### config.mk
export PLATFORM = sky130hd
export DESIGN_NAME = hsv_to_rgb_converter
export DESIGN_NICKNAME = d
export VERILOG_FILES = /design/src/hdl/hsv2rgb_pkg.sv /design/src/hdl/hsv2rgb_ctrl.sv /design/src/hdl/hsv2rgb_hue.sv /design/src/hdl/hsv2rgb_mix.sv /design/src/hdl/hsv_to_rgb_converter.sv
export SDC_FILE = /design/constraint.sdc
export NUM_CORES = 2
export LEC_CHECK = 0
export ABC_AREA = 1
export CAP_MARGIN = 20
export CORE_MARGIN = 5
export CORE_UTILIZATION = 70
export CTS_CLUSTER_SIZE = 30
export DETAILED_ROUTE_END_ITERATION = 8
export DONT_BUFFER_PORTS = 1
export MAX_ROUTING_LAYER = met4
export PLACE_DENSITY = 0.86
export SYNTH_ARGS = -nofsm -noshare
export SYNTH_HDL_FRONTEND = slang
export SYNTH_HIERARCHICAL = 1
export SYNTH_SLANG_ARGS = --single-unit
export TNS_END_PERCENT = 10
### constraint.sdc
create_clock -name clk -period 12.1 [get_ports clk]
set_input_delay 0.605 -clock clk [delete_from_list [all_inputs] [get_ports clk]]
set_output_delay 0.605 -clock clk [all_outputs]
set_load 0.005 [all_outputs]
### src/hdl/hsv2rgb_pkg.sv
// ----------------------------------------------------------------------------
// hsv2rgb_pkg
// Shared constants and types of the HSV to RGB converter.
// ----------------------------------------------------------------------------
package hsv2rgb_pkg;

  localparam int CHANNEL_FRAC_BITS_DEF = 12;
  localparam int HUE_FRAC_BITS_DEF     = 7;

  localparam int HUE_W           = 16;
  localparam int SECTOR_DEG      = 60;
  localparam int FULL_CIRCLE_DEG = 360;

  // hue split stages, then total pipeline depth
  localparam int HUE_STAGES = 4;
  localparam int NUM_STAGES = 7;

  typedef logic [NUM_STAGES-1:0] stage_vec_t;
  typedef logic [HUE_STAGES-1:0] hue_vec_t;

endpackage

### src/hdl/hsv2rgb_ctrl.sv
// ----------------------------------------------------------------------------
// hsv2rgb_ctrl
// Valid tracking and per-stage load enables; empty stages fill while the
// output is stalled.
// ----------------------------------------------------------------------------
module hsv2rgb_ctrl (
  input  logic                    clk,
  input  logic                    rst,
  input  logic                    hsv_valid,
  output logic                    hsv_ready,
  output logic                    rgb_valid,
  input  logic                    rgb_ready,
  output hsv2rgb_pkg::stage_vec_t load
);

  localparam int N = hsv2rgb_pkg::NUM_STAGES;

  hsv2rgb_pkg::stage_vec_t valid;
  hsv2rgb_pkg::stage_vec_t valid_next;

  always_comb begin
    load[N-1] = !valid[N-1] || rgb_ready;
    for (int i = N - 2; i >= 0; i--) begin
      load[i] = !valid[i] || load[i+1];
    end
    valid_next[0] = load[0] ? hsv_valid : valid[0];
    for (int i = 1; i < N; i++) begin
      valid_next[i] = load[i] ? valid[i-1] : valid[i];
    end
  end

  always_ff @(posedge clk) begin
    if (rst) begin
      valid <= '0;
    end else begin
      valid <= valid_next;
    end
  end

  assign hsv_ready = load[0];
  assign rgb_valid = valid[N-1];

  a_accept_fills: assert property (@(posedge clk) disable iff (rst)
    hsv_valid && hsv_ready |=> valid[0])
    else $error("accepted request did not enter first stage");

  a_full_when_blocked: assert property (@(posedge clk) disable iff (rst)
    !hsv_ready |-> &valid)
    else $error("input blocked while pipeline has a bubble");

  generate
    for (genvar i = 0; i < N; i++) begin : g_hold
      a_stage_hold: assert property (@(posedge clk) disable iff (rst)
        valid[i] && !load[i] |=> valid[i])
        else $error("stalled stage lost its request");
    end
  endgenerate

endmodule

### src/hdl/hsv2rgb_hue.sv
// ----------------------------------------------------------------------------
// hsv2rgb_hue
// Splits hue into sector and in-sector fraction: two divide-by-60 steps,
// each a reciprocal multiply followed by a one-step correction.
// ----------------------------------------------------------------------------
module hsv2rgb_hue #(
  parameter int CHANNEL_FRAC_BITS = hsv2rgb_pkg::CHANNEL_FRAC_BITS_DEF,
  parameter int HUE_FRAC_BITS     = hsv2rgb_pkg::HUE_FRAC_BITS_DEF
) (
  input  logic                                    clk,
  input  hsv2rgb_pkg::hue_vec_t                   load,
  input  logic [hsv2rgb_pkg::HUE_W-1:0]           hue,
  output logic [hsv2rgb_pkg::HUE_W-HUE_FRAC_BITS-6:0] sector,
  output logic [CHANNEL_FRAC_BITS-1:0]            frac
);

  localparam int CF   = CHANNEL_FRAC_BITS;
  localparam int HF   = HUE_FRAC_BITS;
  localparam int HW   = hsv2rgb_pkg::HUE_W;
  localparam int HDW  = HW - HF;
  localparam int SECW = HDW - 5;
  localparam int YW   = CF + 6;
  localparam int M1W  = HDW - 5;
  localparam int M2W  = YW - 5;
  localparam logic [M1W-1:0] M1 =
    M1W'((64'd1 << HDW) / 64'(hsv2rgb_pkg::SECTOR_DEG));
  localparam logic [M2W-1:0] M2 =
    M2W'((64'd1 << YW) / 64'(hsv2rgb_pkg::SECTOR_DEG));
  localparam logic [31:0] FULL_HUE = 32'(hsv2rgb_pkg::FULL_CIRCLE_DEG) << HF;
  localparam logic [HDW-1:0] DEG60 = HDW'(hsv2rgb_pkg::SECTOR_DEG);
  localparam logic [YW-1:0]  Y60   = YW'(hsv2rgb_pkg::SECTOR_DEG);

  // stage 0
  logic [HW-1:0]    hue_w;
  logic [2*HDW-1:0] prod1;
  logic [HDW-1:0]   deg0;
  logic [HF-1:0]    hfrac0;
  logic [SECW-1:0]  est0;

  // stage 1
  logic [HDW-1:0]       rd;
  logic                 rd_ge;
  logic [5:0]           rdeg;
  logic [6+HF+CF-1:0]   wide;
  logic [SECW-1:0]      sector1;
  logic [YW-1:0]        y1;

  // stage 2
  logic [2*YW-1:0] prod2;
  logic [SECW-1:0] sector2;
  logic [YW-1:0]   y2;
  logic [CF-1:0]   fest2;

  // stage 3
  logic [YW-1:0] r2;
  logic          r2_ge;

  always_comb begin
    hue_w = (32'(hue) == FULL_HUE) ? '0 : hue;
    prod1 = (2*HDW)'(hue_w[HW-1:HF]) * (2*HDW)'(M1);
    rd    = deg0 - HDW'(est0) * DEG60;
    rd_ge = rd >= DEG60;
    rdeg  = rd_ge ? 6'(rd - DEG60) : 6'(rd);
    wide  = {rdeg, hfrac0, CF'(0)};
    prod2 = (2*YW)'(y1) * (2*YW)'(M2);
    r2    = y2 - YW'(fest2) * Y60;
    r2_ge = r2 >= Y60;
  end

  always_ff @(posedge clk) begin
    if (load[0]) begin
      deg0   <= hue_w[HW-1:HF];
      hfrac0 <= hue_w[HF-1:0];
      est0   <= prod1[HDW +: SECW];
    end
    if (load[1]) begin
      sector1 <= est0 + SECW'(rd_ge);
      y1      <= wide[HF +: YW];
    end
    if (load[2]) begin
      sector2 <= sector1;
      y2      <= y1;
      fest2   <= prod2[YW +: CF];
    end
    if (load[3]) begin
      sector <= sector2;
      frac   <= fest2 + CF'(r2_ge);
    end
  end

endmodule

### src/hdl/hsv2rgb_mix.sv
// ----------------------------------------------------------------------------
// hsv2rgb_mix
// Saturation clip, p/q/t scaling and per-sector channel select.
// ----------------------------------------------------------------------------
module hsv2rgb_mix #(
  parameter int CHANNEL_FRAC_BITS = hsv2rgb_pkg::CHANNEL_FRAC_BITS_DEF,
  parameter int HUE_FRAC_BITS     = hsv2rgb_pkg::HUE_FRAC_BITS_DEF
) (
  input  logic                                        clk,
  input  hsv2rgb_pkg::stage_vec_t                     load,
  input  logic signed [CHANNEL_FRAC_BITS+1:0]         saturation,
  input  logic [CHANNEL_FRAC_BITS:0]                  brightness,
  input  logic [hsv2rgb_pkg::HUE_W-HUE_FRAC_BITS-6:0] sector,
  input  logic [CHANNEL_FRAC_BITS-1:0]                frac,
  output logic [CHANNEL_FRAC_BITS:0]                  red,
  output logic [CHANNEL_FRAC_BITS:0]                  green,
  output logic [CHANNEL_FRAC_BITS:0]                  blue
);

  localparam int CF   = CHANNEL_FRAC_BITS;
  localparam int CW   = CF + 1;
  localparam int SW   = CF + 2;
  localparam int SECW = hsv2rgb_pkg::HUE_W - HUE_FRAC_BITS - 5;
  localparam int HS   = hsv2rgb_pkg::HUE_STAGES;
  localparam logic [CW-1:0] ONE = CW'(1) << CF;

  logic [CW-1:0] sat_clip;
  logic [CW-1:0] sat_d [HS];
  logic [CW-1:0] val_d [HS];

  logic [2*CW-1:0] sf_prod, sg_prod, p_prod, q_prod, t_prod;

  logic [CW-1:0]   sf4, sg4, p4, val4;
  logic            grey4;
  logic [SECW-1:0] sec4;

  logic [CW-1:0]   q5, t5, p5, val5;
  logic            grey5;
  logic [SECW-1:0] sec5;

  logic [CW-1:0] red_next, green_next, blue_next;

  always_comb begin
    if (saturation[SW-1]) begin
      sat_clip = '0;
    end else if (saturation[SW-2:0] > ONE) begin
      sat_clip = ONE;
    end else begin
      sat_clip = saturation[SW-2:0];
    end
    sf_prod = (2*CW)'(sat_d[HS-1]) * (2*CW)'(frac);
    sg_prod = (2*CW)'(sat_d[HS-1]) * (2*CW)'(ONE - CW'(frac));
    p_prod  = (2*CW)'(val_d[HS-1]) * (2*CW)'(ONE - sat_d[HS-1]);
    q_prod  = (2*CW)'(val4) * (2*CW)'(ONE - sf4);
    t_prod  = (2*CW)'(val4) * (2*CW)'(ONE - sg4);
  end

  always_comb begin
    red_next   = '0;
    green_next = '0;
    blue_next  = '0;
    if (grey5) begin
      red_next   = val5;
      green_next = val5;
      blue_next  = val5;
    end else begin
      case (8'(sec5))
        8'd0: begin
          red_next = val5; green_next = t5; blue_next = p5;
        end
        8'd1: begin
          red_next = q5; green_next = val5; blue_next = p5;
        end
        8'd2: begin
          red_next = p5; green_next = val5; blue_next = t5;
        end
        8'd3: begin
          red_next = p5; green_next = q5; blue_next = val5;
        end
        8'd4: begin
          red_next = t5; green_next = p5; blue_next = val5;
        end
        8'd5: begin
          red_next = val5; green_next = p5; blue_next = q5;
        end
        default: begin
          red_next = '0; green_next = '0; blue_next = '0;
        end
      endcase
    end
  end

  always_ff @(posedge clk) begin
    if (load[0]) begin
      sat_d[0] <= sat_clip;
      val_d[0] <= brightness;
    end
    for (int i = 1; i < HS; i++) begin
      if (load[i]) begin
        sat_d[i] <= sat_d[i-1];
        val_d[i] <= val_d[i-1];
      end
    end
    if (load[HS]) begin
      sf4   <= sf_prod[CF +: CW];
      sg4   <= sg_prod[CF +: CW];
      p4    <= p_prod[CF +: CW];
      val4  <= val_d[HS-1];
      grey4 <= sat_d[HS-1] == '0;
      sec4  <= sector;
    end
    if (load[HS+1]) begin
      q5    <= q_prod[CF +: CW];
      t5    <= t_prod[CF +: CW];
      p5    <= p4;
      val5  <= val4;
      grey5 <= grey4;
      sec5  <= sec4;
    end
    if (load[HS+2]) begin
      red   <= red_next;
      green <= green_next;
      blue  <= blue_next;
    end
  end

endmodule

### src/hdl/hsv_to_rgb_converter.sv
// ----------------------------------------------------------------------------
// hsv_to_rgb_converter
// HSV to RGB color conversion, one pixel per clock while not stalled.
// ----------------------------------------------------------------------------
// The converter takes one HSV request per clock while hsv_ready is high and
// passes it through seven register stages (two divide-by-60 steps on
// the hue, each a reciprocal multiply plus a correction stage, then two
// multiply stages for p, q and t, then the channel select) to its RGB result.
// A stalled output holds its result while empty stages upstream keep
// filling, so input ready drops only when all seven stages are occupied.
// Hue is unsigned degrees with HUE_FRAC_BITS fraction bits (exactly 360
// wraps to 0, sectors above 5 give black at nonzero saturation); saturation is
// signed, clipped to 0..1.0; brightness and outputs are Q1.CHANNEL_FRAC_BITS.
module hsv_to_rgb_converter #(
  parameter int CHANNEL_FRAC_BITS = hsv2rgb_pkg::CHANNEL_FRAC_BITS_DEF,
  parameter int HUE_FRAC_BITS     = hsv2rgb_pkg::HUE_FRAC_BITS_DEF
) (
  input  logic                                clk,
  input  logic                                rst,
  input  logic                                hsv_valid,
  output logic                                hsv_ready,
  input  logic [hsv2rgb_pkg::HUE_W-1:0]       hue,
  input  logic signed [CHANNEL_FRAC_BITS+1:0] saturation,
  input  logic [CHANNEL_FRAC_BITS:0]          brightness,
  output logic                                rgb_valid,
  input  logic                                rgb_ready,
  output logic [CHANNEL_FRAC_BITS:0]          red,
  output logic [CHANNEL_FRAC_BITS:0]          green,
  output logic [CHANNEL_FRAC_BITS:0]          blue
);

  localparam int SECW = hsv2rgb_pkg::HUE_W - HUE_FRAC_BITS - 5;
  localparam int HS   = hsv2rgb_pkg::HUE_STAGES;

  hsv2rgb_pkg::stage_vec_t load;
  logic [SECW-1:0]              sector;
  logic [CHANNEL_FRAC_BITS-1:0] frac;

  hsv2rgb_ctrl u_ctrl (
    .clk       (clk),
    .rst       (rst),
    .hsv_valid (hsv_valid),
    .hsv_ready (hsv_ready),
    .rgb_valid (rgb_valid),
    .rgb_ready (rgb_ready),
    .load      (load)
  );

  hsv2rgb_hue #(
    .CHANNEL_FRAC_BITS (CHANNEL_FRAC_BITS),
    .HUE_FRAC_BITS     (HUE_FRAC_BITS)
  ) u_hue (
    .clk    (clk),
    .load   (load[HS-1:0]),
    .hue    (hue),
    .sector (sector),
    .frac   (frac)
  );

  hsv2rgb_mix #(
    .CHANNEL_FRAC_BITS (CHANNEL_FRAC_BITS),
    .HUE_FRAC_BITS     (HUE_FRAC_BITS)
  ) u_mix (
    .clk        (clk),
    .load       (load),
    .saturation (saturation),
    .brightness (brightness),
    .sector     (sector),
    .frac       (frac),
    .red        (red),
    .green      (green),
    .blue       (blue)
  );

endmodule
Word-level counts from Yosys, hierarchy flattened:

Memories as Yosys holds them, arrays and structs flattened.
Cells that the tools add are included.

* logic and storage cells: 99
* output and inout port bits: 41
* memories: 2
* bits in writable memories: 104
* bits in registers: 238

Memories
* u_mix.sat_d: depth 4, bits a word 13, read ports 4, clocked after Yosys merged registers in 0, write ports 4, line hsv2rgb_mix.sv:28 `logic [CW-1:0] sat_d [HS];`
* u_mix.val_d: depth 4, bits a word 13, read ports 4, clocked after Yosys merged registers in 0, write ports 4, line hsv2rgb_mix.sv:29 `logic [CW-1:0] val_d [HS];`

* add/sub/neg operators: 9
* multipliers: 8
* eq/ne operators: 6
* multiplexer cells: 17
* reductions and logical operators: 22
* order comparisons: 3

Operator list (count)
* 13-bit one-hot mux with 4 select lines: 3
* 13-bit by 26-bit multiplier with 25-bit output: 4
* 13-bit 2-to-1 mux: 5
* 13-bit by 13-bit subtractor with 14-bit output (first input constant): 3
* 13-bit by 12-bit multiplier with 25-bit output: 1
* 13-bit by 13-bit multiplier with 25-bit output (second input constant): 1
* 18-bit by 6-bit >= comparator with 1-bit output (second input constant): 1
* 18-bit subtractor: 1
* 16-bit == test (second input constant): 1
* 12-bit by 4-bit multiplier with 16-bit output (second input constant): 1
* 13-bit by 12-bit subtractor with 14-bit output (first input constant): 1
* 13-bit > comparator (second input constant): 1
* 13-bit logical NOT: 1
* 12-bit by 1-bit adder with 12-bit output: 1
* 2-bit OR reduction: 6
* 9-bit by 6-bit >= comparator with 1-bit output (second input constant): 1
* 9-bit subtractor: 1
* 4-bit by 2-bit == test with 1-bit output (second input constant): 2
* 4-bit by 3-bit == test with 1-bit output (second input constant): 2
* 1-bit 2-to-1 mux: 8
* 1-bit logical NOT: 7
* 1-bit logical OR: 7
* 3-bit by 4-bit multiplier with 7-bit output (second input constant): 1
* 6-bit 2-to-1 mux: 1
* other kinds (4): 4

Logic depth before layout (Yosys ltp):

* depth in word-level cells: 10
* gate-level depth with buffers: 34
* depth with buffers taken out: 32

By module:

Netlist, hierarchy kept.

By module, submodules not included
* hsv2rgb_mix: area each 39604.2 µm², instances 1, cells an instance 4736, seq. area each 7717.4 µm²
* hsv2rgb_hue: area each 6989.2 µm², instances 1, cells an instance 773, seq. area each 2342.2 µm²
* hsv2rgb_ctrl: area each 291.5 µm², instances 1, cells an instance 33, seq. area each 140.1 µm²

Least setup slack after synthesis:

Ideal clock, no wire load.

* kind: reg-to-reg
* start: memory u_mix/sat_d[3][0] (netlist bit)
* end: register u_mix.p4[9] (data pin)
* library setup time: 0.253 ns
* cell stages (with the launch flop): 30
* required time: 11.847 ns
* buffers on the path: 2
* data arrival time: 5.828 ns
* slack: 6.019 ns
* clock period less this slack: 6.081 ns
* path through: edfxtp_1 buf_4 inv_1 buf_2 ha_1 nand3_2 inv_1 nand2_1 o21ai_0 nand2_1 clkinv_1 nand2_1 fa_1 fa_1 inv_1 fa_1 fa_1 fa_1 inv_1 fa_1 inv_1 ha_1 a21oi_1 nor2_1 nor2_1 nor2_1 a211oi_1 nand3_1 nand2_1 nand2_1

RTL lines
* from (decl): line hsv2rgb_mix.sv:28
* to (signal assigned): line hsv2rgb_mix.sv:107 `p4 <= p_prod[CF +: CW];`
* to (decl): line hsv2rgb_mix.sv:33 `logic [CW-1:0] sf4, sg4, p4, val4;`

==> impl_results.md <==
* RSZ-0062 raised after global routing: no
* Worst path slowest cell: edfxtp_1
* Most frequent cells in the layout: 1292 x inv_1, 1224 x nand2_1, 643 x fa_1
* Full die area at 72250 um2
* Routability cong. at 1.018
* Number of synthesized flops with an enable pin at 335
* Post-synthesis sequential area ratio at 21.75%
* GR Util All Layers at 35.72%
* First-pass GRT wire length at 197800 um
* Leading area contributor after synthesis: fa_1
* DR vias at 37050
* Post-CTS Resized at 0
* Setup crit start: u_mix/sat_d[3][2]
* CTS tree: yes
* Cell row count at 94
* Antenna violations before repair at 5
* Ys async rst share at 0%
* Syn_area_per_cell at 8.460 um2
* Die Wd at 268.8 um
* Setup Viol. Count Final at 0
* Vias in the first global route at 38500
* Crit. End Element: flip-flop
* Vias/cell at 5.813
* Post-synth top area share at 27.46%
* CP startpoint kind: flip-flop
* Layout Utilization at 73.97%
* Min cycle time layout at 7.254 ns
* Rel. slew slack at 26.70%
* Synthesized area at 46880 um2
* Status: finished clean
* Antenna Nets Post-Route at 0
* Sink Count at 342
* Slew Viols, Final at 0
* Final wirelength at 123100 um
* CP most frequent cell: fa_1
* HPWL Detailed at 98010 um
* Share of layout cells above drive strength 1 at 2.779%
* Max-Cap Viols at 0
* Core ar. at 66100 um2
* Hold Fails Final Rpt at 0
* Syn Inst Count at 5542
* Worst-case clock buffer depth at 3
* Synthesized Nets at 6758
* Post-CTS setup buffers at 0
* Starting Density at 70.93%
* PortBufs at 0
* Largest net degree at the start of global routing at 60
* Total negative slack at 0 ns
* Chip Height at 268.8 um
* Gr ovfl total at 0
* CP max FO at 20
* Root Driver: clkbuf_16
* CTS Buf Count at 40
* 1st-pass router iterations at 8
* Min Hold Slack at 0.09508 ns
* Ys Warns at 6
* Routed WL per cell at 19.32 um
* Placed insts at 6295
* Hold-fix buffers, CTS at 0
* Worst-Margin Slew at 1.095 ns
* Reg clk slew, reported paths at 0.06 ns
* # IOs at 88
* Critical Path AT at 7.58 ns
* Commonest non-fill, non-tap cell in the layout: inv_1
* Clock latency on the worst-skew pair at 0.58 ns
* Synthesis-stage register bit count at 342
* Final Skew at 0.02120 ns
* NumNets Final at 6691
* Synth area leaders: fa_1 27%, edfxtp_1 21%, ha_1 14%
* Crit-path max cell delay at 0.87 ns
* Highest clock rate at 137.9 MHz
* Layout area overhead at 4.288%
* Drt drc at 0
* CTS H-tree depth at 2
* Unique cell type count in the Yosys netlist at 61
* Worst r2r src: u_mix/sat_d[3][2]
* Worst setup path category: reg -> reg
* Synth Flop Type: edfxtp_1
* Fin crit share at 59.95%
* Finished Layout Cells at 6373
* Hold_sp: rst
* CP required at 12.42 ns
* DR iter-0 viols at 3540
* Hold WC Path Type: in -> reg
layout make-up:
type	count	area (um2)
antenna	3	7.507
clock buffer	45	1020
clock inverter	28	244.0
fill	4871	17200
inverter	1323	4967
multi-input combinational	3739	31150
sequential	342	10200
tap	864	1081
timing repair buffer	29	230.2
path summary, 6_finish.rpt:
check | cells past startpoint | to | slack, ns
min reg2reg | 0 | u_mix/val_d[2][6] | 0.42
max | 26 | u_mix/p4[9] | 4.85
max reg2reg | 26 | u_mix/p4[9] | 4.85
min | 1 | u_ctrl/valid[0] | 0.1
worst max-delay path: cells and delay by family (launching register included):
family,cells,cell delay (ns)
compound gates,3,0.55
fa+ha+maj,7,3.24
buf+inv,6,1.11
flops,1,0.87
simple gates,10,1.25
per-stage QoR:
step           cell area (um2)  worst slack [ns]
2_1_floorplan            46890             6.019
3_3_place_gp             47600             5.214
3_5_place_dp             47600             4.958
4_1_cts                  48860             4.934
5_1_grt                  48900             4.382
6_report                 48900             4.846
cells by family after synthesis:
logic type	after synthesis	share of synthesized area (%)
adders and majority gates	1169	41.49
AOI/OAI and AO/OA	408	5.020
DFF	342	21.75
and+or+nand+nor	2061	17.92
buffers and inverters	1461	11.82
xor gates and xnor gates	101	1.988
registers in the layout, indices dropped and copies added (netlist names), 7 cells and up:
name / cells
u_ctrl/valid: 7
u_hue/deg0: 9
u_hue/fest2: 12
u_hue/frac: 12
u_hue/hfrac0: 7
u_hue/y1: 13
u_hue/y2: 13
u_mix/blue: 13
u_mix/green: 13
u_mix/p4: 13
u_mix/p5: 13
u_mix/q5: 13
u_mix/red: 13
u_mix/sat_d: 52
u_mix/sf4: 13
u_mix/sg4: 13
u_mix/t5: 13
u_mix/val4: 13
u_mix/val5: 13
u_mix/val_d: 52
synthesized netlist by cell type, types with 14 or more instances:
| cell | instances |
|---|---|
| inv_1 | 1292 |
| nand2_1 | 1226 |
| fa_1 | 643 |
| nor2_1 | 528 |
| ha_1 | 526 |
| edfxtp_1 | 335 |
| nand3_1 | 156 |
| a21oi_1 | 155 |
| clkbuf_1 | 108 |
| o21ai_0 | 106 |
| xor2_1 | 64 |
| o22ai_1 | 43 |
| nand4_1 | 35 |
| xnor2_1 | 33 |
| nor3_1 | 30 |
| nor4_1 | 19 |
| a21o_1 | 18 |
| a221oi_1 | 17 |
| clkinv_1 | 15 |
| inv_2 | 15 |
| o21bai_1 | 15 |
| buf_2 | 14 |
layer usage:
layer  vias to the layer above  GRT usage (%)  part of all wire [%]
met5                         -              -                     0
li1                      16870              -                     -
met2                      1955          58.56                    48
met4                         0          17.19                   6.3
met1                     17700          43.26                    37
met3                       528          6.460                   9.4
Power is not shown: default switching activity piles up to over one toggle a cycle in this logic, so the estimate is an artifact.
